<file path="src/tcpr_pkg.sv">
package tcpr_pkg;

    localparam logic [7:0] T_IAC  = 8'hFF;
    localparam logic [7:0] T_SB   = 8'hFA;
    localparam logic [7:0] T_SE   = 8'hF0;
    localparam logic [7:0] T_WILL = 8'hFB;
    localparam logic [7:0] T_WONT = 8'hFC;
    localparam logic [7:0] T_DO   = 8'hFD;
    localparam logic [7:0] T_DONT = 8'hFE;
    localparam logic [7:0] OPT_COM = 8'h2C;

    localparam logic [7:0] C_BAUD    = 8'h01;
    localparam logic [7:0] C_DSIZE   = 8'h02;
    localparam logic [7:0] C_PARITY  = 8'h03;
    localparam logic [7:0] C_STOP    = 8'h04;
    localparam logic [7:0] C_CONTROL = 8'h05;
    localparam logic [7:0] C_NOTIFY  = 8'h06;
    localparam logic [7:0] C_FLOW    = 8'h07;
    localparam logic [7:0] C_LMASK   = 8'h0A;
    localparam logic [7:0] C_MMASK   = 8'h0B;
    localparam logic [7:0] C_PURGE   = 8'h0C;
    localparam logic [7:0] REPLY_OFS = 8'h64;

    localparam logic [1:0] F_BYTE  = 2'd0;
    localparam logic [1:0] F_OPEN  = 2'd1;
    localparam logic [1:0] F_CLOSE = 2'd2;

    localparam logic [1:0] D_SERIAL = 2'd0;
    localparam logic [1:0] D_NET    = 2'd1;
    localparam logic [1:0] D_STATUS = 2'd2;

    localparam int SUB_KEEP = 6;
    localparam int OPEN_LEN = 35;

    typedef enum logic [2:0] {
        PS_NORMAL = 3'd0,
        PS_IAC    = 3'd1,
        PS_NEG    = 3'd2,
        PS_SUB    = 3'd3,
        PS_SUBIAC = 3'd4
    } t_parse;

    typedef enum logic [2:0] {
        K_STATUS = 3'd0,
        K_DATA   = 3'd1,
        K_OPT    = 3'd2,
        K_SUB    = 3'd3,
        K_OPEN   = 3'd4
    } t_kind;

    typedef enum logic [1:0] {
        PH_HEAD = 2'd0,
        PH_VAL  = 2'd1,
        PH_ESC  = 2'd2,
        PH_TAIL = 2'd3
    } t_phase;

    typedef struct packed {
        logic        dtr;
        logic        rts;
        logic        brk;
        logic [31:0] baud;
        logic [3:0]  bits;
        logic [1:0]  par;
        logic [1:0]  stop;
        logic        pg_rx;
        logic        pg_tx;
    } t_status;

    typedef struct packed {
        t_kind       kind;
        logic [7:0]  b0;
        logic [7:0]  b1;
        logic [31:0] value;
        logic        wide;
        t_status     status;
    } t_job;

    function automatic logic [7:0] open_byte(input logic [5:0] idx);
        logic [7:0] b;
        b = 8'h00;
        case (idx)
            6'd0, 6'd3, 6'd6, 6'd9, 6'd12, 6'd15, 6'd18: b = T_IAC;
            6'd1, 6'd4, 6'd10, 6'd16: b = T_WILL;
            6'd7, 6'd13, 6'd19: b = T_DO;
            6'd2:  b = 8'h01;
            6'd5, 6'd8: b = 8'h03;
            6'd11, 6'd14: b = 8'h00;
            6'd17, 6'd20: b = OPT_COM;
            6'd21, 6'd26, 6'd28, 6'd33: b = T_IAC;
            6'd22, 6'd29: b = T_SB;
            6'd23, 6'd30: b = OPT_COM;
            6'd24: b = 8'h6A;
            6'd31: b = 8'h6B;
            6'd25, 6'd32: b = 8'h00;
            6'd27, 6'd34: b = T_SE;
            default: b = 8'h00;
        endcase
        return b;
    endfunction

endpackage

</file>
<file path="src/tcpr_if.sv">
interface tcpr_in_if;
    logic       valid;
    logic       ready;
    logic [1:0] func;
    logic [7:0] rx_byte;
    modport source (output valid, func, rx_byte, input ready);
    modport sink (input valid, func, rx_byte, output ready);
endinterface

interface tcpr_out_if;
    logic        valid;
    logic        ready;
    logic [1:0]  out_dest;
    logic [7:0]  out_byte;
    logic        out_last;
    logic        dtr_on;
    logic        rts_on;
    logic        break_on;
    logic [31:0] baud_rate;
    logic [3:0]  data_bits;
    logic [1:0]  parity_code;
    logic [1:0]  stop_bits;
    logic        purge_rx;
    logic        purge_tx;
    modport source (output valid, out_dest, out_byte, out_last, dtr_on, rts_on, break_on,
                    baud_rate, data_bits, parity_code, stop_bits, purge_rx, purge_tx,
                    input ready);
    modport sink (input valid, out_dest, out_byte, out_last, dtr_on, rts_on, break_on,
                  baud_rate, data_bits, parity_code, stop_bits, purge_rx, purge_tx,
                  output ready);
endinterface

</file>
<file path="src/tcpr_front.sv">
module tcpr_front
    import tcpr_pkg::*;
#(
    parameter int SUB_DEPTH = 16
) (
    input  logic      i_clk,
    input  logic      i_rst_n,
    tcpr_in_if.sink   i_net,
    input  logic      i_job_ready,
    output logic      o_job_valid,
    output t_job      o_job
);
    localparam int CW = $clog2(SUB_DEPTH + 1);

    t_parse      r_state, n_state;
    logic [7:0]  r_pend, n_pend;
    logic [7:0]  r_sub [SUB_KEEP];
    logic [CW-1:0] r_cnt, n_cnt;
    logic        r_dtr, n_dtr, r_rts, n_rts, r_brk, n_brk;
    logic [7:0]  r_lmask, n_lmask, r_mmask, n_mmask;
    logic [31:0] r_baud, n_baud;
    logic [3:0]  r_bits, n_bits;
    logic [1:0]  r_par, n_par, r_stop, n_stop;
    logic        push;
    logic        acc;
    logic [7:0]  v;

    assign i_net.ready = i_job_ready;
    assign acc         = i_net.valid & i_job_ready;
    assign o_job_valid = i_net.valid;
    assign v           = i_net.rx_byte;

    always_comb begin
        n_state = r_state;
        if (i_net.func == F_BYTE) begin
            unique case (r_state)
                PS_IAC: begin
                    if (v == T_DO || v == T_DONT || v == T_WILL || v == T_WONT) begin
                        n_state = PS_NEG;
                    end else if (v == T_SB) begin
                        n_state = PS_SUB;
                    end else begin
                        n_state = PS_NORMAL;
                    end
                end
                PS_NEG:    n_state = PS_NORMAL;
                PS_SUB:    n_state = (v == T_IAC) ? PS_SUBIAC : PS_SUB;
                PS_SUBIAC: n_state = (v == T_IAC) ? PS_SUB : PS_NORMAL;
                default:   n_state = (v == T_IAC) ? PS_IAC : PS_NORMAL;
            endcase
        end else if (i_net.func == F_OPEN || i_net.func == F_CLOSE) begin
            n_state = PS_NORMAL;
        end
    end

    always_comb begin
        logic [7:0]  a;
        logic [31:0] br;
        logic        has3;
        logic        has6;
        logic        pg_rx;
        logic        pg_tx;
        logic        loc;
        logic        rem;
        n_pend  = r_pend;
        n_cnt   = r_cnt;
        n_dtr   = r_dtr;
        n_rts   = r_rts;
        n_brk   = r_brk;
        n_lmask = r_lmask;
        n_mmask = r_mmask;
        n_baud  = r_baud;
        n_bits  = r_bits;
        n_par   = r_par;
        n_stop  = r_stop;
        push    = 1'b0;
        pg_rx   = 1'b0;
        pg_tx   = 1'b0;
        has3    = (r_cnt >= CW'(3));
        has6    = (r_cnt >= CW'(6));
        a       = has3 ? r_sub[2] : 8'h00;
        br      = {r_sub[2], r_sub[3], r_sub[4], r_sub[5]};
        loc     = (v == 8'h00) || (v == 8'h01) || (v == 8'h03) || (v == OPT_COM);
        rem     = (v == 8'h00) || (v == 8'h03) || (v == OPT_COM);
        o_job.kind  = K_STATUS;
        o_job.b0    = 8'h00;
        o_job.b1    = 8'h00;
        o_job.value = 32'd0;
        o_job.wide  = 1'b0;

        case (i_net.func)
            F_BYTE: begin
                unique case (r_state)
                    PS_IAC: begin
                        if (v == T_IAC) begin
                            o_job.kind = K_DATA;
                            o_job.b0   = T_IAC;
                        end else if (v == T_DO || v == T_DONT || v == T_WILL
                                     || v == T_WONT) begin
                            n_pend = v;
                        end else if (v == T_SB) begin
                            n_cnt = '0;
                        end
                    end
                    PS_NEG: begin
                        o_job.kind = K_OPT;
                        o_job.b1   = v;
                        if (r_pend == T_DO) begin
                            o_job.b0 = loc ? T_WILL : T_WONT;
                        end else if (r_pend == T_WILL) begin
                            o_job.b0 = rem ? T_DO : T_DONT;
                        end else if (r_pend == T_DONT) begin
                            o_job.b0 = T_WONT;
                        end else if (r_pend == T_WONT) begin
                            o_job.b0 = T_DONT;
                        end else begin
                            o_job.kind = K_STATUS;
                        end
                    end
                    PS_SUB: begin
                        push = (v != T_IAC);
                    end
                    PS_SUBIAC: begin
                        if (v == T_IAC) begin
                            push = 1'b1;
                        end else if (v == T_SE && r_cnt >= CW'(2)
                                     && r_sub[0] == OPT_COM) begin
                            o_job.kind = K_SUB;
                            o_job.b0   = r_sub[1] + REPLY_OFS;
                            case (r_sub[1])
                                C_BAUD: begin
                                    if (has6 && br != 32'd0) begin
                                        n_baud = br;
                                        pg_rx  = 1'b1;
                                        pg_tx  = 1'b1;
                                    end
                                    o_job.value = n_baud;
                                    o_job.wide  = 1'b1;
                                end
                                C_DSIZE: begin
                                    if (has3 && a >= 8'd5 && a <= 8'd8) begin
                                        n_bits = a[3:0];
                                        pg_rx  = 1'b1;
                                        pg_tx  = 1'b1;
                                    end
                                    o_job.value = {28'd0, n_bits};
                                end
                                C_PARITY: begin
                                    if (has3 && a >= 8'd1 && a <= 8'd3) begin
                                        n_par = a[1:0];
                                        pg_rx = 1'b1;
                                        pg_tx = 1'b1;
                                    end
                                    o_job.value = {30'd0, n_par};
                                end
                                C_STOP: begin
                                    if (has3 && (a == 8'd1 || a == 8'd2)) begin
                                        n_stop = a[1:0];
                                        pg_rx  = 1'b1;
                                        pg_tx  = 1'b1;
                                    end
                                    o_job.value = {30'd0, n_stop};
                                end
                                C_CONTROL: begin
                                    if (!has3) begin
                                        o_job.kind = K_STATUS;
                                    end else begin
                                        case (a)
                                            8'd0, 8'd1, 8'd2, 8'd3: o_job.value = 32'd1;
                                            8'd4: o_job.value = r_brk ? 32'd5 : 32'd6;
                                            8'd5: begin n_brk = 1'b1; o_job.value = 32'd5; end
                                            8'd6: begin n_brk = 1'b0; o_job.value = 32'd6; end
                                            8'd7: o_job.value = r_dtr ? 32'd8 : 32'd9;
                                            8'd8: begin n_dtr = 1'b1; o_job.value = 32'd8; end
                                            8'd9: begin n_dtr = 1'b0; o_job.value = 32'd9; end
                                            8'd10: o_job.value = r_rts ? 32'd11 : 32'd12;
                                            8'd11: begin n_rts = 1'b1; o_job.value = 32'd11; end
                                            8'd12: begin n_rts = 1'b0; o_job.value = 32'd12; end
                                            default: o_job.kind = K_STATUS;
                                        endcase
                                    end
                                end
                                C_NOTIFY, C_FLOW: o_job.value = 32'd0;
                                C_LMASK: begin
                                    if (has3) n_lmask = a;
                                    o_job.value = {24'd0, n_lmask};
                                end
                                C_MMASK: begin
                                    if (has3) n_mmask = a;
                                    o_job.value = {24'd0, n_mmask};
                                end
                                C_PURGE: begin
                                    if (has3) begin
                                        pg_rx = (a == 8'd1) || (a == 8'd3);
                                        pg_tx = (a == 8'd2) || (a == 8'd3);
                                        o_job.value = {24'd0, a};
                                    end else begin
                                        o_job.kind = K_STATUS;
                                    end
                                end
                                default: o_job.kind = K_STATUS;
                            endcase
                        end
                    end
                    default: begin
                        if (v != T_IAC) begin
                            o_job.kind = K_DATA;
                            o_job.b0   = v;
                        end
                    end
                endcase
            end
            F_OPEN: begin
                n_pend     = 8'h00;
                n_cnt      = '0;
                pg_rx      = 1'b1;
                pg_tx      = 1'b1;
                o_job.kind = K_OPEN;
            end
            F_CLOSE: begin
                n_pend = 8'h00;
                n_cnt  = '0;
                n_dtr  = 1'b0;
                n_rts  = 1'b0;
                pg_rx  = 1'b1;
                pg_tx  = 1'b1;
            end
            default: ;
        endcase

        if (push && r_cnt < CW'(SUB_DEPTH)) begin
            n_cnt = r_cnt + CW'(1);
        end

        o_job.status = '{dtr: n_dtr, rts: n_rts, brk: n_brk, baud: n_baud, bits: n_bits,
                         par: n_par, stop: n_stop, pg_rx: pg_rx, pg_tx: pg_tx};
    end

    always_ff @(posedge i_clk) begin
        if (!i_rst_n) begin
            r_state <= PS_NORMAL;
            r_pend  <= 8'h00;
            r_cnt   <= '0;
            r_dtr   <= 1'b0;
            r_rts   <= 1'b0;
            r_brk   <= 1'b0;
            r_lmask <= 8'h00;
            r_mmask <= 8'hFF;
            r_baud  <= 32'd115200;
            r_bits  <= 4'd8;
            r_par   <= 2'd1;
            r_stop  <= 2'd1;
        end else if (acc) begin
            r_state <= n_state;
            r_pend  <= n_pend;
            r_cnt   <= n_cnt;
            r_dtr   <= n_dtr;
            r_rts   <= n_rts;
            r_brk   <= n_brk;
            r_lmask <= n_lmask;
            r_mmask <= n_mmask;
            r_baud  <= n_baud;
            r_bits  <= n_bits;
            r_par   <= n_par;
            r_stop  <= n_stop;
        end
    end

    // only the leading bytes of a subnegotiation are ever decoded; keep those
    always_ff @(posedge i_clk) begin
        for (int k = 0; k < SUB_KEEP; k++) begin
            if (acc && push && r_cnt == CW'(k)) begin
                r_sub[k] <= v;
            end
        end
    end

endmodule

</file>
<file path="src/tcpr_queue.sv">
module tcpr_queue
    import tcpr_pkg::*;
(
    input  logic i_clk,
    input  logic i_rst_n,
    input  logic i_push_valid,
    input  t_job i_push,
    output logic o_push_ready,
    output logic o_head_valid,
    output t_job o_head,
    input  logic i_pop
);
    t_job       r_mem [2];
    logic       r_wp, r_rp;
    logic [1:0] r_cnt;
    logic       push;

    assign o_push_ready = (r_cnt != 2'd2);
    assign push         = i_push_valid & o_push_ready;
    assign o_head_valid = (r_cnt != 2'd0);
    assign o_head       = r_mem[r_rp];

    always_ff @(posedge i_clk) begin
        if (push) begin
            r_mem[r_wp] <= i_push;
        end
    end

    always_ff @(posedge i_clk) begin
        if (!i_rst_n) begin
            r_wp  <= 1'b0;
            r_rp  <= 1'b0;
            r_cnt <= 2'd0;
        end else begin
            if (push) r_wp <= ~r_wp;
            if (i_pop) r_rp <= ~r_rp;
            r_cnt <= r_cnt + {1'b0, push} - {1'b0, i_pop};
        end
    end

endmodule

</file>
<file path="src/tcpr_back.sv">
module tcpr_back
    import tcpr_pkg::*;
(
    input  logic       i_clk,
    input  logic       i_rst_n,
    input  logic       i_job_valid,
    input  t_job       i_job,
    output logic       o_pop,
    tcpr_out_if.source o_res
);
    t_phase     r_ph, n_ph;
    logic [5:0] r_idx, n_idx;
    logic       r_vld;
    logic [1:0] r_dest, dest;
    logic [7:0] r_byte, byte_q;
    logic       r_last, last;
    t_status    r_st;
    logic       adv;
    logic [7:0] vb;
    logic       vlast;

    assign adv   = i_job_valid & (~r_vld | o_res.ready);
    assign o_pop = adv & last;

    always_comb begin
        if (i_job.wide) begin
            case (r_idx[1:0])
                2'd0:    vb = i_job.value[31:24];
                2'd1:    vb = i_job.value[23:16];
                2'd2:    vb = i_job.value[15:8];
                default: vb = i_job.value[7:0];
            endcase
        end else begin
            vb = i_job.value[7:0];
        end
        vlast = i_job.wide ? (r_idx[1:0] == 2'd3) : 1'b1;
    end

    // next position within the burst
    always_comb begin
        n_ph  = r_ph;
        n_idx = r_idx + 6'd1;
        if (last) begin
            n_ph  = PH_HEAD;
            n_idx = 6'd0;
        end else if (i_job.kind == K_SUB) begin
            unique case (r_ph)
                PH_HEAD: if (r_idx == 6'd3) begin
                    n_ph  = PH_VAL;
                    n_idx = 6'd0;
                end
                PH_VAL: begin
                    if (vb == T_IAC) begin
                        n_ph  = PH_ESC;
                        n_idx = r_idx;
                    end else if (vlast) begin
                        n_ph  = PH_TAIL;
                        n_idx = 6'd0;
                    end
                end
                PH_ESC: begin
                    if (vlast) begin
                        n_ph  = PH_TAIL;
                        n_idx = 6'd0;
                    end else begin
                        n_ph = PH_VAL;
                    end
                end
                default: ;
            endcase
        end
    end

    always_comb begin
        dest   = D_NET;
        byte_q = 8'h00;
        last   = 1'b0;
        unique case (i_job.kind)
            K_DATA: begin
                dest   = D_SERIAL;
                byte_q = i_job.b0;
                last   = 1'b1;
            end
            K_OPT: begin
                last = (r_idx == 6'd2);
                case (r_idx[1:0])
                    2'd0:    byte_q = T_IAC;
                    2'd1:    byte_q = i_job.b0;
                    default: byte_q = i_job.b1;
                endcase
            end
            K_OPEN: begin
                byte_q = open_byte(r_idx);
                last   = (r_idx == 6'(OPEN_LEN - 1));
            end
            K_SUB: begin
                unique case (r_ph)
                    PH_HEAD: begin
                        case (r_idx[1:0])
                            2'd0:    byte_q = T_IAC;
                            2'd1:    byte_q = T_SB;
                            2'd2:    byte_q = OPT_COM;
                            default: byte_q = i_job.b0;
                        endcase
                    end
                    PH_VAL: byte_q = vb;
                    PH_ESC: byte_q = T_IAC;
                    default: begin
                        byte_q = (r_idx == 6'd0) ? T_IAC : T_SE;
                        last   = (r_idx == 6'd1);
                    end
                endcase
            end
            default: begin
                dest = D_STATUS;
                last = 1'b1;
            end
        endcase
    end

    always_ff @(posedge i_clk) begin
        if (!i_rst_n) begin
            r_vld <= 1'b0;
            r_ph  <= PH_HEAD;
            r_idx <= 6'd0;
        end else begin
            if (adv) begin
                r_vld <= 1'b1;
                r_ph  <= n_ph;
                r_idx <= n_idx;
            end else if (o_res.ready) begin
                r_vld <= 1'b0;
            end
        end
    end

    always_ff @(posedge i_clk) begin
        if (adv) begin
            r_dest <= dest;
            r_byte <= byte_q;
            r_last <= last;
            r_st   <= i_job.status;
        end
    end

    assign o_res.valid       = r_vld;
    assign o_res.out_dest    = r_dest;
    assign o_res.out_byte    = r_byte;
    assign o_res.out_last    = r_last;
    assign o_res.dtr_on      = r_st.dtr;
    assign o_res.rts_on      = r_st.rts;
    assign o_res.break_on    = r_st.brk;
    assign o_res.baud_rate   = r_st.baud;
    assign o_res.data_bits   = r_st.bits;
    assign o_res.parity_code = r_st.par;
    assign o_res.stop_bits   = r_st.stop;
    assign o_res.purge_rx    = r_st.pg_rx;
    assign o_res.purge_tx    = r_st.pg_tx;

endmodule

</file>
<file path="src/telnet_com_port_receiver.sv">
// Telnet COM port receiver, server side of the network-to-serial path.
// i_net carries one item per beat: func (network byte, session open, session
// close) and rx_byte. o_res carries result beats: destination (serial, network,
// status only), the byte, a last flag closing the burst of one item, and the
// line and framing status after that item.
// A parser classifies each item and hands a job to a two-entry queue; an
// emitter expands the job at one beat per cycle, while o_res.ready is high,
// into the output register. The queue and the output register lie between an
// input beat and its first result beat. Plain data and single-beat items run
// at one item per cycle while o_res.ready is high. Negotiation replies are 3
// beats, COM port replies 7 to 14, session open 35; the emitter sets the rate,
// and the queue fills and drops i_net.ready while a burst drains.
// Reset clears parsing and line flags (DTR, RTS, break low), sets the line
// mask to 00 and the modem mask to FF, and sets 115200 baud, 8 data bits,
// no parity, 1 stop bit. No clearing pass is needed. When o_res.ready is low
// the output beat holds, the queue fills, then i_net.ready drops; nothing is lost.
module telnet_com_port_receiver
    import tcpr_pkg::*;
#(
    parameter int SUB_DEPTH = 16
) (
    input  logic       i_clk,
    input  logic       i_rst_n,
    tcpr_in_if.sink    i_net,
    tcpr_out_if.source o_res
);
    logic f_valid, f_ready, q_valid, q_pop;
    t_job f_job, q_job;

    tcpr_front #(.SUB_DEPTH(SUB_DEPTH)) u_front (
        .i_clk       (i_clk),
        .i_rst_n     (i_rst_n),
        .i_net       (i_net),
        .i_job_ready (f_ready),
        .o_job_valid (f_valid),
        .o_job       (f_job)
    );

    tcpr_queue u_queue (
        .i_clk        (i_clk),
        .i_rst_n      (i_rst_n),
        .i_push_valid (f_valid),
        .i_push       (f_job),
        .o_push_ready (f_ready),
        .o_head_valid (q_valid),
        .o_head       (q_job),
        .i_pop        (q_pop)
    );

    tcpr_back u_back (
        .i_clk       (i_clk),
        .i_rst_n     (i_rst_n),
        .i_job_valid (q_valid),
        .i_job       (q_job),
        .o_pop       (q_pop),
        .o_res       (o_res)
    );

endmodule

</file>
<file path="src/flat_wrapper.sv">
// flat-port wrapper written by rule: the top's interface ports become plain ports
module telnet_com_port_receiver_flat import tcpr_pkg::*;
#(
    parameter int SUB_DEPTH = 16
)
  (i_clk, i_rst_n, i_net_valid, i_net_func, i_net_rx_byte, i_net_ready, o_res_valid, o_res_out_dest, o_res_out_byte, o_res_out_last, o_res_dtr_on, o_res_rts_on, o_res_break_on, o_res_baud_rate, o_res_data_bits, o_res_parity_code, o_res_stop_bits, o_res_purge_rx, o_res_purge_tx, o_res_ready);
  tcpr_in_if i_net_i ();
  tcpr_out_if o_res_i ();
  input  logic i_clk;
  input  logic i_rst_n;
  input wire logic [$bits(i_net_i.valid)-1:0] i_net_valid;
  input wire logic [$bits(i_net_i.func)-1:0] i_net_func;
  input wire logic [$bits(i_net_i.rx_byte)-1:0] i_net_rx_byte;
  output wire logic [$bits(i_net_i.ready)-1:0] i_net_ready;
  output wire logic [$bits(o_res_i.valid)-1:0] o_res_valid;
  output wire logic [$bits(o_res_i.out_dest)-1:0] o_res_out_dest;
  output wire logic [$bits(o_res_i.out_byte)-1:0] o_res_out_byte;
  output wire logic [$bits(o_res_i.out_last)-1:0] o_res_out_last;
  output wire logic [$bits(o_res_i.dtr_on)-1:0] o_res_dtr_on;
  output wire logic [$bits(o_res_i.rts_on)-1:0] o_res_rts_on;
  output wire logic [$bits(o_res_i.break_on)-1:0] o_res_break_on;
  output wire logic [$bits(o_res_i.baud_rate)-1:0] o_res_baud_rate;
  output wire logic [$bits(o_res_i.data_bits)-1:0] o_res_data_bits;
  output wire logic [$bits(o_res_i.parity_code)-1:0] o_res_parity_code;
  output wire logic [$bits(o_res_i.stop_bits)-1:0] o_res_stop_bits;
  output wire logic [$bits(o_res_i.purge_rx)-1:0] o_res_purge_rx;
  output wire logic [$bits(o_res_i.purge_tx)-1:0] o_res_purge_tx;
  input wire logic [$bits(o_res_i.ready)-1:0] o_res_ready;
  assign i_net_i.valid = i_net_valid;
  assign i_net_i.func = i_net_func;
  assign i_net_i.rx_byte = i_net_rx_byte;
  assign i_net_ready = i_net_i.ready;
  assign o_res_valid = o_res_i.valid;
  assign o_res_out_dest = o_res_i.out_dest;
  assign o_res_out_byte = o_res_i.out_byte;
  assign o_res_out_last = o_res_i.out_last;
  assign o_res_dtr_on = o_res_i.dtr_on;
  assign o_res_rts_on = o_res_i.rts_on;
  assign o_res_break_on = o_res_i.break_on;
  assign o_res_baud_rate = o_res_i.baud_rate;
  assign o_res_data_bits = o_res_i.data_bits;
  assign o_res_parity_code = o_res_i.parity_code;
  assign o_res_stop_bits = o_res_i.stop_bits;
  assign o_res_purge_rx = o_res_i.purge_rx;
  assign o_res_purge_tx = o_res_i.purge_tx;
  assign o_res_i.ready = o_res_ready;
  telnet_com_port_receiver #(.SUB_DEPTH(SUB_DEPTH)) u_core (.i_clk(i_clk), .i_rst_n(i_rst_n), .i_net(i_net_i), .o_res(o_res_i));
endmodule
</file>
<file path="config.mk">
export PLATFORM = sky130hd
export DESIGN_NAME = telnet_com_port_receiver_flat
export DESIGN_NICKNAME = d
export VERILOG_FILES = /design/src/tcpr_pkg.sv /design/src/tcpr_if.sv /design/src/tcpr_front.sv /design/src/tcpr_queue.sv /design/src/tcpr_back.sv /design/src/telnet_com_port_receiver.sv /design/src/flat_wrapper.sv
export SDC_FILE = /design/constraint.sdc
export NUM_CORES = 1
export LEC_CHECK = 0
export ABC_AREA = 1
export BUFFER_PORTS_ARGS = -buffer_cell sky130_fd_sc_hd__buf_4
export CAP_MARGIN = 25
export CORE_ASPECT_RATIO = 0.8
export CORE_MARGIN = 3
export CORE_UTILIZATION = 32
export CTS_BUF_LIST = sky130_fd_sc_hd__clkbuf_2
export DETAILED_ROUTE_END_ITERATION = 10
export GPL_TIMING_DRIVEN = 0
export PLACE_DENSITY = 0.55
export SLEW_MARGIN = 20
export SYNTH_ARGS = -nofsm -noshare
export SYNTH_HDL_FRONTEND = slang
export SYNTH_HIERARCHICAL = 1
export SYNTH_SLANG_ARGS = --single-unit
</file>
<file path="constraint.sdc">
create_clock -name i_clk -period 6.4 [get_ports i_clk]
set_input_delay 0.32 -clock i_clk [delete_from_list [all_inputs] [get_ports i_clk]]
set_output_delay 0.32 -clock i_clk [all_outputs]
set_load 0.005 [all_outputs]
</file>
## Yosys cells after proc, flatten, opt, wreduce, memory -nomap -nowiden

Memories as Yosys holds them, arrays and structs flattened. A register that Yosys moved wholly into a read port is not among the register bits.
Cells that the tools add are included.

- Bits in registers: 144
- Bits in writable memories: 242
- Bits in read-only memories: 512
- Input bits: 14
- Output and inout port bits: 58
- Memories kept: 3

- Add/subtract/negate cells: 5
- Order comparisons: 8
- Equality and inequality tests: 74
- Multiplexer cells: 177
- Bitwise gates (word level): 8
- Reductions and logical operators: 61

Memory list:

| memory | words | width | rd ports | clocked after Yosys merged registers in | write ports | line | text |
|---|---|---|---|---|---|---|---|
| (no name shown) | 64 | 8 | 1 | 1 | 0 | tcpr_pkg.sv:82 | `case (idx)` |
| u_core.u_queue.r_mem | 2 | 97 | 1 | 1 | 1 | tcpr_queue.sv:13 | `t_job r_mem [2];` |
| u_core.u_front.r_sub | 6 | 8 | 6 | 0 | 1 | tcpr_front.sv:17 | `logic [7:0] r_sub [SUB_KEEP];` |

Operators with widths:

| cell | number |
|---|---|
| $pmux 32 s8 | 1 |
| $mux 32 | 6 |
| $mux 8 | 18 |
| $mux 33 | 3 |
| $eq 8x8->1 const B | 12 |
| $pmux 8 s3 | 3 |
| $eq 8x3->1 const B | 8 |
| $eq 8x4->1 const B | 8 |
| $mux 2 | 30 |
| $mux 1 | 58 |
| $mux 49 | 1 |
| $reduce_or 8->1 | 6 |
| $pmux 11 s4 | 1 |
| $mux 6 | 7 |
| $eq 8x2->1 const B | 5 |
| $pmux 4 s10 | 1 |
| $mux 4 | 8 |
| $pmux 8 s2 | 2 |
| $pmux 8 s4 | 1 |
| $reduce_bool 32->1 | 1 |
| $mux 3 | 10 |
| $mux 5 | 5 |
| $eq 8x1->1 const B | 3 |
| $mux 10 | 2 |
| other kinds (60) | 133 |

## Longest topological paths before layout

Gate-level depths: netlist (run 1).

- Depth after elaboration: 14
- Mapped depth: 25

## Cells and area by module

The synthesis (run 1) kept the hierarchy.

Modules (own cells, without submodules):

| module | times used | cells each | area each (sq um) |
|---|---|---|---|
| tcpr_front | 1 | 1085 | 7743.7 |
| tcpr_queue | 1 | 334 | 7342.0 |
| tcpr_back | 1 | 433 | 3875.0 |

## Worst setup path before layout (run 1)

No wires, ideal clock.

- Path type: reg2reg
- Start: reg u_core.u_queue.r_cnt[0]
- End: mem u_core/u_queue/r_mem[1][0] (netlist bit), enable pin
- Setup time: 0.555 ns
- Arrival time: 4.669 ns
- Path slack: 1.176 ns
- Stages on the path, launching flop included: 5
- Buffers on the path: 0
- Clock period less this slack: 5.224 ns
- Cell sequence: dfxtp_1 > inv_1 > nand2_1 > nand2_1 > nor2_1

- Longest elaborated chain between the ends: 4

Ends and longest elaborated chain:

| what | line | text |
|---|---|---|
| start, declared | tcpr_queue.sv:15 | `logic [1:0] r_cnt;` |
| start signal, assigned | tcpr_queue.sv:37 | `r_cnt <= r_cnt + {1'b0, push} - {1'b0, i_pop};` |
| $ne 2x2->1 | tcpr_queue.sv:18 | `assign o_push_ready = (r_cnt != 2'd2);` |
| net u_core.f_ready | telnet_com_port_receiver.sv:27 | `logic f_valid, f_ready, q_valid, q_pop;` |
| $and 1x1->1 | tcpr_queue.sv:19 | `assign push = i_push_valid & o_push_ready;` |
| $mux 1 | tcpr_queue.sv:24 | `if (push) begin` |
| $mux 1 (not written as such) | tcpr_queue.sv:25 | `r_mem[r_wp] <= i_push;` |
| end, declared | tcpr_queue.sv:13 |  |

The timed path passes the listed nets, and every way through them passes these cells.

==> results of run 1 <==
==> logic make-up (layout without fill, tap and decap cells) <==
family	Yosys count	after routing	share of synthesized area
muxes	101	101	0.06566
other	0	11	0
DFF	394	394	0.5733
adders and majority gates	28	28	0.01848
xor gates and xnor gates	8	8	0.003696
buffers and inverters	295	588	0.06777
and+or+nand+nor	702	702	0.1701
AOI/OAI and AO/OA	324	324	0.1010
==> state kept, by name, indices dropped and copies added, names as in the netlist, 2 cells and up, named ones only <==
register                         flops
u_core/u_back/r_ph                   2
u_core/u_back/o_res.data_bits        4
u_core/u_front/r_baud               32
u_core/u_back/r_idx                  6
u_core/u_queue/r_cnt                 2
u_core/u_back/o_res.parity_code      2
u_core/u_front/r_bits                4
u_core/u_back/o_res.out_dest         2
u_core/u_front/r_lmask               8
u_core/u_back/o_res.baud_rate       32
u_core/u_back/o_res.out_byte         8
u_core/u_front/r_stop                2
u_core/u_front/r_state               3
u_core/u_front/r_mmask               8
u_core/u_front/r_pend                8
u_core/u_front/r_par                 2
u_core/u_back/o_res.stop_bits        2
u_core/u_queue/r_mem               194
u_core/u_front/r_cnt                 5
u_core/u_front/r_sub                48
==> cells in the final DEF, fill, tap and decap left out, drive strengths merged, types with 8 or more instances in the layout <==
cell type | netlist | final
inv | 223 | 225
o211ai | 15 | 15
or2 | 14 | 14
clkbuf | 18 | 175
dfxtp | 96 | 96
nand3 | 109 | 109
nor2 | 159 | 159
buf | 48 | 129
o21ai | 159 | 159
ha | 28 | 28
dlygate4sd3 | 0 | 24
nand2 | 359 | 359
nor3 | 28 | 28
edfxtp | 298 | 298
mux2 | 97 | 97
clkinv | 6 | 34
o22ai | 8 | 8
diode | 0 | 11
nand4 | 23 | 23
a21oi | 110 | 110
==> power by group <==
group | internal [mW] | leakage, nW | switching (mW)
Clock | 0.660 | 0.717 | 1.05
Sequential | 3.34 | 3.61 | 0.153
Combinational | 0.855 | 4.79 | 1.25
Total | 4.86 | 9.12 | 2.46
==> worst reg2reg max path: cells and delay by family (launching register included) <==
family          cells  cell delay (ns)
simple gates        8             1.41
buf+inv             6             1.32
mux                 1             0.35
flops               1             0.33
fa+ha+maj           1             0.29
compound gates      1             0.21
xor+xnor            1             0.15
==> metal layers <==
layer | share of wire | track usage | up-vias
met3 | 0.093 | 0.04887 | 96
met1 | 0.46 | 0.2454 | 6800
met2 | 0.42 | 0.2532 | 580
met4 | 0.024 | 0.05651 | 6
li1 | - | - | 6860
met5 | 0.00059 | 0 | -
==> per-stage QoR <==
| step | hold slack [ns] | power (mW) |
|---|---|---|
| 4_1_cts | 0.02469 | 7.428 |
| 2_1_floorplan | 0.4135 | 4.834 |
| 3_5_place_dp | 0.4433 | 5.646 |
| 3_3_place_gp | 0.4375 | 5.626 |
| 5_1_grt | -0.01723 | 7.828 |
| 6_report | 0.1398 | 7.314 |
==> layout make-up <==
cell class	count	area, um^2
antenna	11	27.53
buffer	66	422.9
clock buffer	157	785.8
clock inverter	31	143.9
fill	5880	36520
inverter	229	867.1
multi-input combinational	1163	6840
sequential	394	10870
tap	769	962.2
timing repair buffer	105	975.9
==> path summary, 6_finish.rpt <==
kind / start / to / slack (ns) / cells after the start
max: register / u_core/u_queue/r_cnt[0] / 2.25 / 18
min: i_net_rx_byte[7] / u_core/u_front/r_sub[3][7] / 0.14 / 2
max reg2reg: register / u_core/u_queue/r_cnt[0] / 2.25 / 18
min reg2reg: u_core/u_front/r_lmask[7] / u_core/u_front/r_lmask[7] / 0.46 / 2
==> timing repair <==
action / in CTS / in global routing
hold buffers: 24 / 0
hold endpoints to repair: 176 / 0
gates resized for setup: 0 / 0
==> results.tsv, run 1 <==
stage	metric	value	unit
timing	period_share	0.6484	
worst_setup_path	end_kind	register	
timing	fin_skew	0.1057	ns
routing	detail-route-antenna-nets	0	
worst_setup_path	crit_family	simple AND/OR/NAND/NOR gates	
yosys	synthTopCellsByArea	edfxtp_1, dfxtp_1, nand2_1, inv_1, mux2_2	
yosys	ys_ff_latch	394	
worst_setup_path	crit_type	reg -> reg	
clock_network	clk_pin_slew	0.11	ns
floorplan	io_pins	72	
timing	hold_viol_final	0	
placement	gp_congestion	0.9305	
worst_setup_path	cp-start-kind	register	
yosys	ys_seq_area_frac	0.5733	
worst_setup_path	critPathArrivalTime	5.15	ns
global_routing	grt_pass1_vias	13989	
clock_network	cts_made_buffers	99	
final_layout	areaGrowthSynthToFinish	15.48	%
floorplan	rows	79	
yosys	yosys_warnings	6	
timing	timing.final.ws_setup	2.250	ns
yosys	synth_edf_count	298	
global_routing	grt_antenna_before_repair	9	
timing	rsz0062_at_grt	false	
worst_setup_path	slowest_delay	0.55	ns
yosys	async_reset_ff_frac	0	
routing	viasPerCell	4.903	
clock_network	htreeDepth	3	
yosys	syn_inst	1852	
outcome	status	finished clean	
yosys	syn_area	18960	um^2
yosys	syn_area_per_cell	10.24	um^2
worst_hold_path	hp-class	in -> reg	
job	cap_viol_max_count	0	
yosys	yosysTopAreaCell	edfxtp_1	
placement	post-dp-hpwl	38440	um
timing	min_period	4.150	ns
clock_network	cts_tree	yes	
clock_network	clock_latency	1.13	ns
floorplan	fp.dieW	278.2	um
worst_setup_path	critPathBufInv	6	
yosys	synthFlopType	edfxtp_1	
global_routing	grt_max_degree	65	
placement	post-place-ws	2.367	ns
final_layout	nets	2100	
timing	drv_slew	0	
placement	dp.cells	2702	
power_and_ir_drop	power_density	334.1	nW/um^2
clock_network	post_cts_buffers	0	
global_routing	overflow	0	
worst_setup_path	required	7.40	ns
yosys	synth_cell_types	58	
placement	placed_area	20690	um^2
timing	relSlewSlack	0.3470	
clock_network	cts.path.max_buffers	3	
final_layout	utilization	0.3748	
clock_network	clock_sinks	394	
timing	max_freq	241.0	MHz
yosys	synth_top_area_frac	0.4720	
routing	drtIter0Drc	1268	
floorplan	core_area	58420	um^2
yosys	yosysMostFrequentCell	nand2_1	
timing	setup_viol	0	
global_routing	grt_usage	0.1725	
yosys	synth_nets	1894	
timing	worstMarginPinSlew	0.9759	ns
global_routing	grt_pass1_wl	82180	um
final_layout	drive_gt1_frac	0.2354	
routing	firstDrtPassIters	7	
final_layout	design_area	21900	um^2
floorplan	start_util	0.3246	
routing	wirelength	53940	um
routing	wl_per_cell	18.44	um
routing	via_count	14342	
worst_setup_path	cp_slowest_cell	dlygate4sd3_1	
power_and_ir_drop	leakagePower	9.115	nW
worst_setup_path	cp_common_cell	nand2_1	
power_and_ir_drop	peakVddDrop	0.1390	mV
worst_setup_path	crit_fanout	10	
clock_network	root_buffer	clkbuf_2	
placement	io_buffers	71	
timing	tns	0	ns
routing	drcViolationCount	0	
floorplan	die_area	62230	um^2
final_layout	final_cells	2925	
yosys	ys_top_cells_by_count	nand2_1, edfxtp_1, inv_1	
worst_setup_path	timing.critical_path.cells	buf_6 -> buf_6 -> buf_6 -> mux2_4 -> nor2_1 -> nand2_1 -> nand2_1 -> nand2_1 -> o21ai_1 -> nand2_1 -> nand2_1 -> inv_1 -> nor2_1 -> xnor2_1 -> ha_1 -> nand2_1 -> dlygate4sd3_1 -> inv_1	
floorplan	die_h	223.7	um
Note: power is estimated with default switching activity, not from simulation.
==> run 2: changes to the inputs <==
--- a/config.mk
+++ b/config.mk
@@ -5,7 +5,7 @@
 export SDC_FILE = /design/constraint.sdc
 export NUM_CORES = 1
 export LEC_CHECK = 0
-export ABC_AREA = 1
+export ABC_AREA = 0
 export BUFFER_PORTS_ARGS = -buffer_cell sky130_fd_sc_hd__buf_4
 export CAP_MARGIN = 25
 export CORE_ASPECT_RATIO = 0.8
@@ -14,7 +14,7 @@
 export CTS_BUF_LIST = sky130_fd_sc_hd__clkbuf_2
 export DETAILED_ROUTE_END_ITERATION = 10
 export GPL_TIMING_DRIVEN = 0
-export PLACE_DENSITY = 0.55
+export PLACE_DENSITY = 0.56
 export SLEW_MARGIN = 20
 export SYNTH_ARGS = -nofsm -noshare
 export SYNTH_HDL_FRONTEND = slang
==> constraint.sdc (replaced) <==
create_clock -name i_clk -period 3.74 [get_ports i_clk]
set_input_delay 0.187 -clock i_clk [delete_from_list [all_inputs] [get_ports i_clk]]
set_output_delay 0.187 -clock i_clk [all_outputs]
set_load 0.005 [all_outputs]
==> run 2 against run 1 <==
  * Total power up 69%
  * Global-route usage down 0.061 points
  * Synthesized cell count shrank 16%
  * Area after synthesis is 0.82% lower
  * Largest cell class unchanged
  * Routed wire length increased by 0.87%
  * Core utilization increased by 1.7 points
  * Register-to-register slack worse by 2.2 ns
  * Design area increased by 2.7%
==> results.tsv, run 2 <==
stage	metric	value	unit	change
final_layout	top_register	u_core/u_queue/r_mem		
timing	period_share	0.9747		+0.3263
global_routing	grt_pass1_vias	13555		-3.1%
power_and_ir_drop	internal_power	8.492	mW	+75%
clock_network	clock_sinks	394		unchanged
power_and_ir_drop	leakagePower	8.184	nW	-10%
routing	viasPerCell	5.191		+5.9%
worst_hold_path	worstHoldStart	i_net_rx_byte[6]		
worst_setup_path	critPathArrivalTime	4.63	ns	-0.52 ns
yosys	yosysTopAreaCell	edfxtp_1		
clock_network	cts_tree	yes		
timing	fin_skew	0.1264	ns	+0.02076 ns
final_layout	largestRegisters	u_core/u_queue/r_mem x194, u_core/u_front/r_sub x48		
global_routing	grt_antenna_before_repair	5		-4
timing	rsz0062_at_grt	false		
yosys	synth_edf_count	298		unchanged
job	cap_viol_max_count	0		unchanged
clock_network	clock_latency	1.14	ns	about the same
timing	hold_viol_final	0		unchanged
clock_network	root_buffer	clkbuf_2		
power_and_ir_drop	power_switching_share	0.3135		-0.02244
routing	via_count	13757		-4.1%
power_and_ir_drop	p_sw	3.878	mW	+58%
final_layout	largest_reg_flops	194		unchanged
yosys	yosys_warnings	6		unchanged
yosys	syn_inst	1551		-16%
yosys	synth_nets	1593		-16%
placement	io_buffers	71		unchanged
worst_setup_path	ff2ff_path_depth	17		-1
timing	min_period	3.645	ns	-0.5041 ns
clock_network	clk_pin_slew	0.10	ns	about the same
final_layout	multi_input_area	7676	um^2	+12%
timing	holdWs	0.1195	ns	-0.02031 ns
placement	post-dp-hpwl	37300	um	-3.0%
clock_network	cts_made_buffers	102		+3.0%
final_layout	final_cell_mix	edfxtp_1, clkbuf_2, nand2_1		
worst_setup_path	critPathBufInv	4		-2
routing	drtIter0Drc	1382		+9.0%
floorplan	die_area	61730	um^2	-0.80%
worst_setup_path	end_kind	register		
power_and_ir_drop	power_density	550.1	nW/um^2	+65%
final_layout	seq_area	10870	um^2	about the same
floorplan	core_area	57390	um^2	-1.8%
timing	tns	0	ns	unchanged
worst_setup_path	crit_family	simple AND/OR/NAND/NOR gates		
final_layout	areaGrowthSynthToFinish	19.58	%	
final_layout	nets	1837		-13%
worst_setup_path	crit_type	reg -> reg		
timing	worstMarginPinSlew	1.144	ns	+0.1680 ns
yosys	syn_area_per_cell	12.12	um^2	+18%
power_and_ir_drop	peakVddDrop	0.3296	mV	+140%
worst_setup_path	cp-start-kind	register		
yosys	synthFlopType	edfxtp_1		
final_layout	fillers	5589		-4.9%
floorplan	die_h	222.8	um	-0.40%
power_and_ir_drop	pwr-share-seq	0.454		-0.024
global_routing	grt_pass1_wl	81420	um	-0.92%
final_layout	drive_gt1_frac	0.2976		+0.06218
yosys	ys_top_cells_by_count	edfxtp_1, nand2_1, mux2_2		
yosys	ys_seq_area_frac	0.5780		+0.004730
clock_network	htreeDepth	3		unchanged
power_and_ir_drop	p_clk_frac	0.260		+0.026
floorplan	io_pins	72		unchanged
routing	firstDrtPassIters	5		-2
worst_hold_path	min_to	u_core/u_queue/r_mem[1][84]		
worst_setup_path	reg2reg_slack	0.09	ns	-2.16 ns
yosys	synth_cell_types	101		+74%
yosys	async_reset_ff_frac	0		unchanged
routing	wl_per_cell	20.53	um	+11%
worst_hold_path	whs_path_depth	3		+1
clock_network	cts.path.max_buffers	3		unchanged
floorplan	fp.dieW	277.0	um	-0.40%
timing	relSlewSlack	0.2374		-0.1096
placement	gp_congestion	0.9362		+0.61%
timing	setup_viol	0		unchanged
worst_setup_path	crit_fanout	7		-3
worst_hold_path	hp-class	in -> reg		
power_and_ir_drop	p_comb_frac	0.286		-0.002
outcome	status	finished clean		
global_routing	overflow	0		unchanged
yosys	syn_area	18810	um^2	-0.82%
timing	max_freq	274.3	MHz	+14%
timing	drv_slew	0		unchanged
global_routing	grt_max_degree	67		+3.1%
routing	drcViolationCount	0		unchanged
worst_setup_path	required	4.72	ns	-2.68 ns
final_layout	final_common_cell	edfxtp_1		
floorplan	rows	78		-1.3%
worst_setup_path	cp_common_cell	buf_6		
global_routing	grt_usage	0.1719		-0.0006105
worst_setup_path	timing.critical_path.cells	buf_12 -> mux2_4 -> nor2b_4 -> buf_6 -> nor2_1 -> a31oi_4 -> nand4_1 -> nor4_4 -> nand2b_4 -> mux2i_4 -> buf_6 -> inv_2 -> ha_4 -> or3_4 -> o2111ai_2 -> o21a_1 -> o31ai_2		
routing	wirelength	54410	um	+0.87%
yosys	synth_top_area_frac	0.4758		+0.003894
yosys	ys_ff_latch	394		unchanged
worst_setup_path	cp_slowest_cell	dfxtp_4		
yosys	synthTopCellsByArea	edfxtp_1, dfxtp_1, mux2_2, mux2i_1, nand2_1		
floorplan	start_util	0.3277		+0.003135
yosys	yosysMostFrequentCell	edfxtp_1		
worst_setup_path	slowest_delay	0.40	ns	-0.15 ns
routing	detail-route-antenna-nets	0		unchanged
-- run 2: cell count changes after synthesis, sizes merged, moves of 35 or more --
cell    change
inv       -178
a21oi      -43
mux2i      +55
nand3      -76
nand2     -207
a21boi     +46
mux2       +35
nor2       -57
o21ai      -91
-- run 2: through the flow --
| stage | area, um^2 | util | setup slack (ns) | std cells | power, mW |
|---|---|---|---|---|---|
| 6_report | 22490 | 0.3919 | 0.09454 | 2650 | 12.37 |
| 5_1_grt | 22490 | 0.3918 | 0.003406 | 2649 | 13.05 |
| 4_1_cts | 22120 | 0.3854 | 0.0009202 | 2623 | 12.29 |
| 3_5_place_dp | 20450 | 0.3563 | -0.7916 | 2387 | 8.725 |
| 3_3_place_gp | 20320 | 0.3541 | -1.550 | 2382 | 8.694 |
| 2_1_floorplan | 18840 | - | 0.002468 | 1551 | 7.528 |
-- run 2: logic make-up after synthesis --
| logic type | count (synthesis) | share of synthesized area |
|---|---|---|
| AO/OA/AOI/OAI | 308 | 0.1122 |
| AND/OR/NAND/NOR | 486 | 0.1347 |
| adder cells (fa/ha/maj) | 28 | 0.01863 |
| multiplexers | 191 | 0.1164 |
| XOR/XNOR | 12 | 0.005589 |
| buffers and inverters | 132 | 0.03446 |
| flip-flops | 394 | 0.5780 |
-- run 2: area by class of cell --
cell class	count	share of cell area
clock buffers	166	0.03694
repair buffers	145	0.05564
multi-input cells	1025	0.3413
diodes	5	0.0005564
flip-flops and latches	394	0.4836
plain buffers	79	0.02187
well taps	760	0.04229
clock inverters	28	0.009292
inverters	48	0.008513
-- run 2: power by group through the flow --
| stage | registers [mW] | clock network, mW | logic [mW] |
|---|---|---|---|
| finish | 5.62 | 3.21 | 3.54 |
| global route | 5.67 | 3.60 | 3.78 |
| CTS | 5.61 | 3.35 | 3.33 |
| detailed placement | 5.71 | 0 | 3.02 |
| global placement | 5.78 | 0 | 2.91 |
| floorplan | 5.74 | 0 | 1.79 |
-- run 2: how the worst max path moves through the flow --
stage                       startpoint       end  slack, ns  cells past startpoint
2_1_floorplan                 register  register      0.002                     17
5_1_grt         u_core/u_back/r_idx[0]  register      0.003                     16
3_3_place_gp   u_core/u_queue/r_cnt[1]  register      -1.55                     10
6_report                      register  register       0.09                     17
4_1_cts                       register  register     0.0009                     17
3_5_place_dp                  register  register      -0.79                     18
-- run 2: what timing repair did --
item,4_1_cts,5_1_grt
gates cloned,0,1
pin swaps,11,13
hold buffers,27,0
hold endpoints to repair,247,0
setup buffers,16,24
setup endpoints to repair,8,8
gates resized for setup,47,44
-- run 2: routing by layer --
layer	share of wire	track usage	up-vias
met5	0.00024	0	-
met4	0.026	0.05776	2
met3	0.076	0.04549	96
met2	0.43	0.2550	533
met1	0.46	0.2428	6757
li1	-	-	6369
-- run 2: worst reg2reg max path, cell delays in order, from the launching register on --
cell and delay (ns):
dfxtp_4 0.40, buf_12 0.13, mux2_4 0.19, nor2b_4 0.29, buf_6 0.15, nor2_1 0.06, a31oi_4 0.18, nand4_1 0.19
nor4_4 0.35, nand2b_4 0.23, mux2i_4 0.30, buf_6 0.15, inv_2 0.06, ha_4 0.16, or3_4 0.38, o2111ai_2 0.09
o21a_1 0.17, o31ai_2 0.06
